$ cat config.mk
export PLATFORM = sky130hd
export DESIGN_NAME = random_tie_break_selector_top
export DESIGN_NICKNAME = d
export VERILOG_FILES = /design/src/rtl/rtsel_pkg.sv /design/src/rtl/random_tie_break_selector_top.sv /design/src/rtl/rtsel_front.sv /design/src/rtl/rtsel_queue.sv /design/src/rtl/rtsel_back.sv
export VERILOG_INCLUDE_DIRS = /design/src /design/src/rtl
export SDC_FILE = /design/constraint.sdc
export NUM_CORES = 2
export LEC_CHECK = 0
export BUFFER_PORTS_ARGS = -buffer_cell sky130_fd_sc_hd__clkbuf_2
export CORE_ASPECT_RATIO = 1.75
export CORE_MARGIN = 8
export CORE_UTILIZATION = 30
export CTS_BUF_LIST = sky130_fd_sc_hd__clkbuf_8
export CTS_CLUSTER_DIAMETER = 200
export DETAILED_ROUTE_END_ITERATION = 16
export HOLD_SLACK_MARGIN = 0.12
export PLACE_DENSITY_LB_ADDON = 0.25
export SLEW_MARGIN = 20
export SYNTH_ARGS = -nofsm -noshare
export SYNTH_HDL_FRONTEND = slang
export SYNTH_SLANG_ARGS = --single-unit
$ cat constraint.sdc
create_clock -name clk -period 20.8 [get_ports clk]
set_clock_uncertainty 0.2 [all_clocks]
set_input_delay 0 -clock clk [delete_from_list [all_inputs] [get_ports clk]]
set_output_delay 0 -clock clk [all_outputs]
set_load 0.02 [all_outputs]
$ cat src/rtl/random_tie_break_selector_top_assert.svh
// ----------------------------------------------------------------------------
// Assertion macros for the random tie-break selector
// Immediate-implication and next-cycle checks, clocked on clk, held off in rst.
// ----------------------------------------------------------------------------
`ifndef RANDOM_TIE_BREAK_SELECTOR_TOP_ASSERT_SVH
`define RANDOM_TIE_BREAK_SELECTOR_TOP_ASSERT_SVH

// ante |-> cons in the same cycle
`define RTSEL_ASSERT_NOW(label, ante, cons, msg) \
  label: assert property (@(posedge clk) disable iff (rst) (ante) |-> (cons)) \
    else $error(msg);

// ante |=> cons in the following cycle
`define RTSEL_ASSERT_NEXT(label, ante, cons, msg) \
  label: assert property (@(posedge clk) disable iff (rst) (ante) |=> (cons)) \
    else $error(msg);

`endif

$ cat src/rtl/rtsel_pkg.sv
// ----------------------------------------------------------------------------
// rtsel_pkg
// Shared types, constants and the small modulo-3 helper of the selector.
// ----------------------------------------------------------------------------
package rtsel_pkg;

  localparam int STATE_W  = 64;
  localparam int MASK_W   = 3;
  localparam int IDX_W    = 2;
  localparam int DATA_W   = 64;
  localparam int ADDR_W   = 4;
  localparam int QDEPTH   = 2;
  localparam int QPTR_W   = $clog2(QDEPTH);
  localparam int QCNT_W   = $clog2(QDEPTH + 1);

  localparam logic [0:0] REG_SEED = 1'b0;

  localparam logic [STATE_W-1:0] LCG_ADD = 64'h2492492492492479;
  localparam logic [STATE_W-1:0] MIX_K1  = 64'hbf58476d1ce4e5b9;
  localparam logic [STATE_W-1:0] MIX_K2  = 64'h94d049bb133111eb;
  localparam int MIX_SH1 = 30;
  localparam int MIX_SH2 = 27;
  localparam int MIX_SH3 = 31;

  typedef enum logic [1:0] {
    KIND_FIXED  = 2'd0,
    KIND_PAIR   = 2'd1,
    KIND_TRIPLE = 2'd2
  } kind_t;

  typedef struct packed {
    kind_t              kind;
    logic [IDX_W-1:0]   lo;
    logic [IDX_W-1:0]   hi;
    logic               empty_req;
    logic [STATE_W-1:0] state;
  } item_t;

  // 10-bit value modulo 3: base-4 digit folding, then two conditional subtracts
  function automatic logic [IDX_W-1:0] mod3_10(input logic [9:0] c);
    logic [3:0] s;
    logic [2:0] t;
    s = 4'(c[1:0]) + 4'(c[3:2]) + 4'(c[5:4]) + 4'(c[7:6]) + 4'(c[9:8]);
    t = 3'(s[1:0]) + 3'(s[3:2]);
    if (t >= 3'd3) t = t - 3'd3;
    if (t >= 3'd3) t = t - 3'd3;
    return t[IDX_W-1:0];
  endfunction

endpackage

$ cat src/rtl/random_tie_break_selector_top.sv
// ----------------------------------------------------------------------------
// random_tie_break_selector_top
// Picks one eligible candidate of three; ties broken by an LCG plus finalizer.
// ----------------------------------------------------------------------------
//  channel   ports                                   transfer when
//  request   push, full, request_mask                push && !full
//  result    pop, empty, chosen_index, empty_request pop && !empty
//  config    psel, penable, pwrite, paddr, pwdata    psel && penable && pwrite
//
//  The front takes one request per cycle, while not full, into a two-entry queue.
//  Back end: an empty or single mask goes straight to the result register; a
//  pair or all three run the hash on one shared 32x32 multiplier first.
//  A waiting result does not block the front until the queue fills.
//  rst is synchronous; seed and generator state reset to zero.
// ----------------------------------------------------------------------------
module random_tie_break_selector_top (
  input  logic                          clk,
  input  logic                          rst,
  input  logic                          psel,
  input  logic                          penable,
  input  logic                          pwrite,
  input  logic [rtsel_pkg::ADDR_W-1:0]  paddr,
  input  logic [rtsel_pkg::DATA_W-1:0]  pwdata,
  output logic [rtsel_pkg::DATA_W-1:0]  prdata,
  output logic                          pready,
  input  logic                          push,
  output logic                          full,
  input  logic [rtsel_pkg::MASK_W-1:0]  request_mask,
  output logic                          empty,
  input  logic                          pop,
  output logic [rtsel_pkg::IDX_W-1:0]   chosen_index,
  output logic                          empty_request
);

  logic             q_full;
  logic             q_empty;
  logic             q_wr;
  logic             q_rd;
  rtsel_pkg::item_t q_wr_item;
  rtsel_pkg::item_t q_rd_item;

  rtsel_front u_front (
    .clk          (clk),
    .rst          (rst),
    .psel         (psel),
    .penable      (penable),
    .pwrite       (pwrite),
    .paddr        (paddr),
    .pwdata       (pwdata),
    .prdata       (prdata),
    .pready       (pready),
    .push         (push),
    .request_mask (request_mask),
    .full         (full),
    .q_full       (q_full),
    .q_push       (q_wr),
    .q_item       (q_wr_item)
  );

  rtsel_queue u_queue (
    .clk     (clk),
    .rst     (rst),
    .wr      (q_wr),
    .wr_item (q_wr_item),
    .full    (q_full),
    .rd      (q_rd),
    .rd_item (q_rd_item),
    .empty   (q_empty)
  );

  rtsel_back u_back (
    .clk           (clk),
    .rst           (rst),
    .q_empty       (q_empty),
    .q_item        (q_rd_item),
    .q_rd          (q_rd),
    .empty         (empty),
    .pop           (pop),
    .chosen_index  (chosen_index),
    .empty_request (empty_request)
  );

endmodule

$ cat src/rtl/rtsel_front.sv
// ----------------------------------------------------------------------------
// rtsel_front
// Seed register, LCG state, request classification and queue push.
// ----------------------------------------------------------------------------
module rtsel_front (
  input  logic                          clk,
  input  logic                          rst,
  input  logic                          psel,
  input  logic                          penable,
  input  logic                          pwrite,
  input  logic [rtsel_pkg::ADDR_W-1:0]  paddr,
  input  logic [rtsel_pkg::DATA_W-1:0]  pwdata,
  output logic [rtsel_pkg::DATA_W-1:0]  prdata,
  output logic                          pready,
  input  logic                          push,
  input  logic [rtsel_pkg::MASK_W-1:0]  request_mask,
  output logic                          full,
  input  logic                          q_full,
  output logic                          q_push,
  output rtsel_pkg::item_t              q_item
);

  logic [rtsel_pkg::STATE_W-1:0] seed;
  logic [rtsel_pkg::STATE_W-1:0] gen_state;
  logic [rtsel_pkg::STATE_W-1:0] gen_state_next;
  logic                          seed_wr;
  logic                          multi;

  assign pready  = 1'b1;
  assign seed_wr = psel && penable && pwrite && pready
                   && (paddr[rtsel_pkg::ADDR_W-1] == rtsel_pkg::REG_SEED);
  assign prdata  = (paddr[rtsel_pkg::ADDR_W-1] == rtsel_pkg::REG_SEED) ? seed : '0;

  assign full   = q_full;
  assign q_push = push && !q_full;

  // state * 0x1010101 + add, as shifted adds
  assign gen_state_next = gen_state + (gen_state << 8) + (gen_state << 16)
                          + (gen_state << 24) + rtsel_pkg::LCG_ADD;

  always_comb begin
    multi            = 1'b1;
    q_item.kind      = rtsel_pkg::KIND_PAIR;
    q_item.lo        = 2'd0;
    q_item.hi        = 2'd1;
    q_item.empty_req = 1'b0;
    case (request_mask)
      3'b000: begin
        multi            = 1'b0;
        q_item.kind      = rtsel_pkg::KIND_FIXED;
        q_item.empty_req = 1'b1;
      end
      3'b001: begin
        multi       = 1'b0;
        q_item.kind = rtsel_pkg::KIND_FIXED;
        q_item.lo   = 2'd0;
      end
      3'b010: begin
        multi       = 1'b0;
        q_item.kind = rtsel_pkg::KIND_FIXED;
        q_item.lo   = 2'd1;
      end
      3'b100: begin
        multi       = 1'b0;
        q_item.kind = rtsel_pkg::KIND_FIXED;
        q_item.lo   = 2'd2;
      end
      3'b011: begin
        q_item.lo = 2'd0;
        q_item.hi = 2'd1;
      end
      3'b101: begin
        q_item.lo = 2'd0;
        q_item.hi = 2'd2;
      end
      3'b110: begin
        q_item.lo = 2'd1;
        q_item.hi = 2'd2;
      end
      default: begin
        q_item.kind = rtsel_pkg::KIND_TRIPLE;
      end
    endcase
    q_item.state = gen_state_next;
  end

  always_ff @(posedge clk) begin
    if (rst) begin
      seed      <= '0;
      gen_state <= '0;
    end else if (seed_wr) begin
      seed      <= pwdata;
      gen_state <= pwdata;
    end else if (q_push && multi) begin
      gen_state <= gen_state_next;
    end
  end

endmodule

$ cat src/rtl/rtsel_queue.sv
// ----------------------------------------------------------------------------
// rtsel_queue
// Short FIFO of classified requests between front and back.
// ----------------------------------------------------------------------------
`include "random_tie_break_selector_top_assert.svh"

module rtsel_queue (
  input  logic              clk,
  input  logic              rst,
  input  logic              wr,
  input  rtsel_pkg::item_t  wr_item,
  output logic              full,
  input  logic              rd,
  output rtsel_pkg::item_t  rd_item,
  output logic              empty
);

  rtsel_pkg::item_t               entries [rtsel_pkg::QDEPTH];
  logic [rtsel_pkg::QPTR_W-1:0]   wr_ptr;
  logic [rtsel_pkg::QPTR_W-1:0]   rd_ptr;
  logic [rtsel_pkg::QCNT_W-1:0]   count;

  assign full    = (count == rtsel_pkg::QCNT_W'(rtsel_pkg::QDEPTH));
  assign empty   = (count == '0);
  assign rd_item = entries[rd_ptr];

  always_ff @(posedge clk) begin
    if (wr) begin
      entries[wr_ptr] <= wr_item;
    end
  end

  always_ff @(posedge clk) begin
    if (rst) begin
      wr_ptr <= '0;
      rd_ptr <= '0;
      count  <= '0;
    end else begin
      if (wr) begin
        wr_ptr <= (wr_ptr == rtsel_pkg::QPTR_W'(rtsel_pkg::QDEPTH - 1)) ? '0 : wr_ptr + 1'b1;
      end
      if (rd) begin
        rd_ptr <= (rd_ptr == rtsel_pkg::QPTR_W'(rtsel_pkg::QDEPTH - 1)) ? '0 : rd_ptr + 1'b1;
      end
      if (wr && !rd) begin
        count <= count + 1'b1;
      end else if (rd && !wr) begin
        count <= count - 1'b1;
      end
    end
  end

  `RTSEL_ASSERT_NOW(a_q_no_overflow, wr, !full || rd, "queue written while full")
  `RTSEL_ASSERT_NOW(a_q_no_underflow, rd, !empty, "queue read while empty")
  `RTSEL_ASSERT_NOW(a_q_count_max, 1'b1, count <= rtsel_pkg::QCNT_W'(rtsel_pkg::QDEPTH),
    "queue count beyond depth")

endmodule

$ cat src/rtl/rtsel_back.sv
// ----------------------------------------------------------------------------
// rtsel_back
// Finalizer hash on a shared 32x32 multiplier, modulo pick and result register.
// ----------------------------------------------------------------------------
`include "random_tie_break_selector_top_assert.svh"

module rtsel_back (
  input  logic                          clk,
  input  logic                          rst,
  input  logic                          q_empty,
  input  rtsel_pkg::item_t              q_item,
  output logic                          q_rd,
  output logic                          empty,
  input  logic                          pop,
  output logic [rtsel_pkg::IDX_W-1:0]   chosen_index,
  output logic                          empty_request
);

  typedef enum logic [4:0] {
    ST_IDLE  = 5'b00001,
    ST_MUL   = 5'b00010,
    ST_FOLD1 = 5'b00100,
    ST_FOLD2 = 5'b01000,
    ST_DONE  = 5'b10000
  } back_state_t;

  back_state_t                   st;
  back_state_t                   st_next;
  rtsel_pkg::kind_t              kind;
  logic [rtsel_pkg::IDX_W-1:0]   lo;
  logic [rtsel_pkg::IDX_W-1:0]   hi;
  logic [rtsel_pkg::STATE_W-1:0] v;
  logic [rtsel_pkg::STATE_W-1:0] acc;
  logic [rtsel_pkg::STATE_W-1:0] acc_sum;
  logic [rtsel_pkg::STATE_W-1:0] prod;
  logic [rtsel_pkg::STATE_W-1:0] mul;
  logic [rtsel_pkg::STATE_W-1:0] k;
  logic [31:0]                   mul_a;
  logic [31:0]                   mul_b;
  logic [1:0]                    step;
  logic                          round;
  logic [32:0]                   red;
  logic [17:0]                   red2;
  logic [9:0]                    red3;
  logic [rtsel_pkg::IDX_W-1:0]   pick;
  logic                          out_valid;
  logic                          out_free;

  assign empty    = !out_valid;
  assign out_free = !out_valid || pop;

  assign q_rd = (st == ST_IDLE) && !q_empty
                && ((q_item.kind != rtsel_pkg::KIND_FIXED) || out_free);

  assign k       = round ? rtsel_pkg::MIX_K2 : rtsel_pkg::MIX_K1;
  assign mul_a   = (step == 2'd2) ? v[63:32] : v[31:0];
  assign mul_b   = (step == 2'd1) ? k[63:32] : k[31:0];
  assign mul     = 64'(mul_a) * 64'(mul_b);
  assign acc_sum = acc + {prod[31:0], 32'b0};

  assign red2 = 18'(red[15:0]) + 18'(red[32:16]);
  assign red3 = 10'(red2[7:0]) + 10'(red2[17:8]);

  always_comb begin
    case (kind)
      rtsel_pkg::KIND_PAIR:   pick = v[0] ? hi : lo;
      rtsel_pkg::KIND_TRIPLE: pick = rtsel_pkg::mod3_10(red[9:0]);
      default:                pick = lo;
    endcase
  end

  always_comb begin
    st_next = st;
    case (st)
      ST_IDLE: begin
        if (q_rd && (q_item.kind != rtsel_pkg::KIND_FIXED)) begin
          st_next = ST_MUL;
        end
      end
      ST_MUL: begin
        if (step == 2'd3 && round) begin
          st_next = (kind == rtsel_pkg::KIND_TRIPLE) ? ST_FOLD1 : ST_DONE;
        end
      end
      ST_FOLD1: st_next = ST_FOLD2;
      ST_FOLD2: st_next = ST_DONE;
      ST_DONE: begin
        if (out_free) begin
          st_next = ST_IDLE;
        end
      end
      default: st_next = ST_IDLE;
    endcase
  end

  always_ff @(posedge clk) begin
    if (rst) begin
      st <= ST_IDLE;
    end else begin
      st <= st_next;
    end
  end

  always_ff @(posedge clk) begin
    case (st)
      ST_IDLE: begin
        if (q_rd) begin
          kind  <= q_item.kind;
          lo    <= q_item.lo;
          hi    <= q_item.hi;
          v     <= q_item.state ^ (q_item.state >> rtsel_pkg::MIX_SH1);
          step  <= 2'd0;
          round <= 1'b0;
        end
      end
      ST_MUL: begin
        prod <= mul;
        step <= step + 2'd1;
        case (step)
          2'd1: acc <= prod;
          2'd2: acc <= acc_sum;
          2'd3: begin
            if (!round) begin
              v     <= acc_sum ^ (acc_sum >> rtsel_pkg::MIX_SH2);
              round <= 1'b1;
            end else begin
              v <= acc_sum ^ (acc_sum >> rtsel_pkg::MIX_SH3);
            end
          end
          default: acc <= acc;
        endcase
      end
      ST_FOLD1: red <= 33'(v[31:0]) + 33'(v[63:32]);
      ST_FOLD2: red <= 33'(red3);
      default: red <= red;
    endcase
  end

  always_ff @(posedge clk) begin
    if (rst) begin
      out_valid <= 1'b0;
    end else if ((q_rd && q_item.kind == rtsel_pkg::KIND_FIXED)
                 || (st == ST_DONE && out_free)) begin
      out_valid <= 1'b1;
    end else if (pop) begin
      out_valid <= 1'b0;
    end
  end

  always_ff @(posedge clk) begin
    if (q_rd && q_item.kind == rtsel_pkg::KIND_FIXED) begin
      chosen_index  <= q_item.lo;
      empty_request <= q_item.empty_req;
    end else if (st == ST_DONE && out_free) begin
      chosen_index  <= pick;
      empty_request <= 1'b0;
    end
  end

  `RTSEL_ASSERT_NEXT(a_out_hold, out_valid && !pop, out_valid && $stable(chosen_index),
    "result dropped or changed while stalled")
  `RTSEL_ASSERT_NOW(a_idx_range, out_valid, chosen_index != 2'd3, "chosen index out of range")
  `RTSEL_ASSERT_NOW(a_empty_idx, out_valid && empty_request, chosen_index == 2'd0,
    "empty request with nonzero index")

endmodule

==> out/metrics.cfg <==
[synth]
netlist_top_cells_area=sky130_fd_sc_hd__fa_1 29%, sky130_fd_sc_hd__edfxtp_1 19%, sky130_fd_sc_hd__ha_1 13%
syn_nets=7797
syn_area_um2=61300
synth_edf_count=379
synth_flop_cell=sky130_fd_sc_hd__edfxtp_1
yosys.cell_types.count=96
synth-seq-cells=518
synth_area_leader_cell=sky130_fd_sc_hd__fa_1
yosysSeqAreaShare_pct=23.1
synthCells=6227
synth_most_common_cell=sky130_fd_sc_hd__inv_1
synth_top_area_share_pct=28.5
synthesis.yosys.warnings=0
synthTopCellsByCount=1,135 x sky130_fd_sc_hd__inv_1, 873 x sky130_fd_sc_hd__fa_1, 619 x sky130_fd_sc_hd__ha_1
synth_area_per_cell_um2=9.84
postSynth.asyncResetShare_pct=0

[grt]
grt_start_max_net_pins=96
global_route_wire_length_before_repair_mm=336
first_global_vias=50400
gr-usage-all-layers_pct=21.0
number_of_antenna_violations_at_the_first_check_in_global_routing=2
globalRoute.totalOverflow=0

[drt]
routedWlPerCell_um=25.0
drt_pass1_iterations=6
avgViaCountPerCell=4.96
via_count=45800
totalWireLength_mm=231
final_antenna_net_count=0
drt_iter0_drc=2311
drc=0

[floorplanning]
number_of_rows_in_the_core_area=219
starting_density_pct=30.2
core_um2=203000
io_pins=148
die_height_um=614
fp.dieW_um=358
design.die.area_um2=219000

[sta]
rsz_0062_raised_after_global_routing=false
finalHoldViolations=0
final_min_period_over_clock_period_pct=60.5
report.final.setup_viol=0
setup-tns-final_ns=0
period_minus_slack_ns=12.58
fmaxAchievable_mhz=79.5
slew-limit-headroom_pct=18.7
report.final.slew_viol_count=0
timing_worst_slew_pin_value_ns=1.19

[layout]
final_core_util_pct=34.0
area_delta_synth_final_pct=12.8
layout-drive-gt1-share_pct=6.50
nNetsFinal=8086

[clock_tree]
cts_max_path_buffers=3
cts_num_sinks=518
clkLatencyLatePin_ns=0.77
clk_transition_reported_paths_ns=0.06
clk_tree_root_cell=sky130_fd_sc_hd__clkbuf_8
cts_htree_levels=3
post_cts_resized=0
cts_tree=yes
cts_made_buffers=80

[run]
maxCapViolations=0

[worst_setup_path]
startpoint_type_of_the_worst_setup_path=register
cp_endpoint_kind=register
path_common_cell=sky130_fd_sc_hd__fa_1
crit_required_ns=21.08
critical-path-slowest-cell=sky130_fd_sc_hd__mux2i_1
worst_ep_arrival_time_ns=12.86
cpPeakStageDelay_ns=1.02
critical_path_class=register to register
cp_max_fo=38

[placement]
gp_congestion=1.03
detailed_place_hpwl_mm=195
port_buffers=143

[outcome]
run_status=finished clean

[worst_hold_path]
hold_path.class=register to register

## routing by layer
layer  GRT usage (%)  up-vias  wire length (um)
met2            40.8     1414            127000
met1            19.6    23000             73800
met3            1.83      621              7040
met4            17.2        0             23600
li1                -    20800                 -
met5               0        -                 0
## per-stage QoR
stage	hold slack, ns	instances	cell area, um2	setup WS (ns)
6_report	0.250	9238	69100	8.22
3_5_place_dp	0.0443	8849	65000	8.34
4_1_cts	0.155	9232	69100	8.29
3_3_place_gp	0.0395	8849	65000	8.43
2_1_floorplan	-0.0640	6227	61300	10.91
5_1_grt	0.271	9235	69100	7.68
## cells in the final DEF (no fill, tap or decap), types with 81 or more instances in the layout
cell	Yosys	final
sky130_fd_sc_hd__inv_1	1135	1154
sky130_fd_sc_hd__fa_1	873	873
sky130_fd_sc_hd__ha_1	619	617
sky130_fd_sc_hd__nand2_1	536	533
sky130_fd_sc_hd__nor2_1	470	465
sky130_fd_sc_hd__edfxtp_1	379	379
sky130_fd_sc_hd__a21oi_1	346	343
sky130_fd_sc_hd__dlygate4sd3_1	0	235
sky130_fd_sc_hd__xnor2_1	198	197
sky130_fd_sc_hd__o21ai_0	163	163
sky130_fd_sc_hd__clkbuf_2	0	142
sky130_fd_sc_hd__xor2_1	139	139
sky130_fd_sc_hd__dfxtp_1	139	138
sky130_fd_sc_hd__nor2b_1	124	124
sky130_fd_sc_hd__a21o_1	122	122
sky130_fd_sc_hd__clkbuf_8	0	81
## sequential cells by signal, summed over array words and instances (netlist names), 2 cells and up, named ones only
| signal | count |
|---|---|
| u_queue.entries | 142 |
| u_back.acc | 64 |
| u_back.hi | 2 |
| u_back.step | 2 |
| u_back.prod | 64 |
| u_back.lo | 2 |
| u_back.red | 33 |
| u_back.kind | 2 |
| u_queue.count | 2 |
| u_front.seed | 64 |
| u_back.v | 64 |
| u_back.chosen_index | 2 |
| u_front.gen_state | 64 |
| u_back.st | 5 |
## cell families (layout without fill, tap and decap cells)
kind of cell	Yosys count	in the layout	share of synthesized area, %
other	1	5	0.00612
buffers and inverters	1369	1724	8.41
XOR/XNOR	338	338	4.84
multiplexers	129	129	2.21
adder cells (fa/ha/maj)	1492	1492	41.2
AO/OA/AOI/OAI	979	979	10.1
flip-flops	518	518	23.1
AND/OR/NAND/NOR	1401	1401	10.1
## final timing paths
kind | startpoint | endpoint | slack [ns] | depth (start not counted)
min | u_front.seed[22]$_SDFFE_PP0P_ | u_front.seed[22]$_SDFFE_PP0P_ | 0.25 | 2
max | u_back.step[0]$_SDFFCE_PN0P_ | u_back.prod[60]$_DFFE_PP_ | 8.22 | 32
max reg2reg | u_back.step[0]$_SDFFCE_PN0P_ | u_back.prod[60]$_DFFE_PP_ | 8.22 | 32
min reg2reg | u_front.seed[22]$_SDFFE_PP0P_ | u_front.seed[22]$_SDFFE_PP0P_ | 0.25 | 2
## repair_timing
action | 4_1_cts | 5_1_grt
hold buffers | 235 | 0
endpoints found under the hold margin | 203 | 0
setup buffers | 0 | 0
## critical path, delay by kind of cell (launching register included)
kind / cells / cell delay [ns]
buf+inv: 8 / 2.29
simple gates: 2 / 0.87
compound gates: 10 / 2.44
flops: 1 / 0.46
xor+xnor: 1 / 0.14
fa+ha+maj: 10 / 4.82
mux: 1 / 1.02
## final cells by class
type                            instances  area [um2]
Fill cell                           20700      134000
Multi-Input combinational cell       4340       42100
Sequential cell                       518       14200
Inverter                             1143        4290
Timing Repair Buffer                  433        3520
Tap cell                             2652        3320
Clock buffer                           81        1110
Clock inverter                         67         633
Antenna cell                            4        10.0
Power is left out: the tool's default activity adds up to more than one toggle a clock period on the data nets, which glitch-free logic cannot reach.
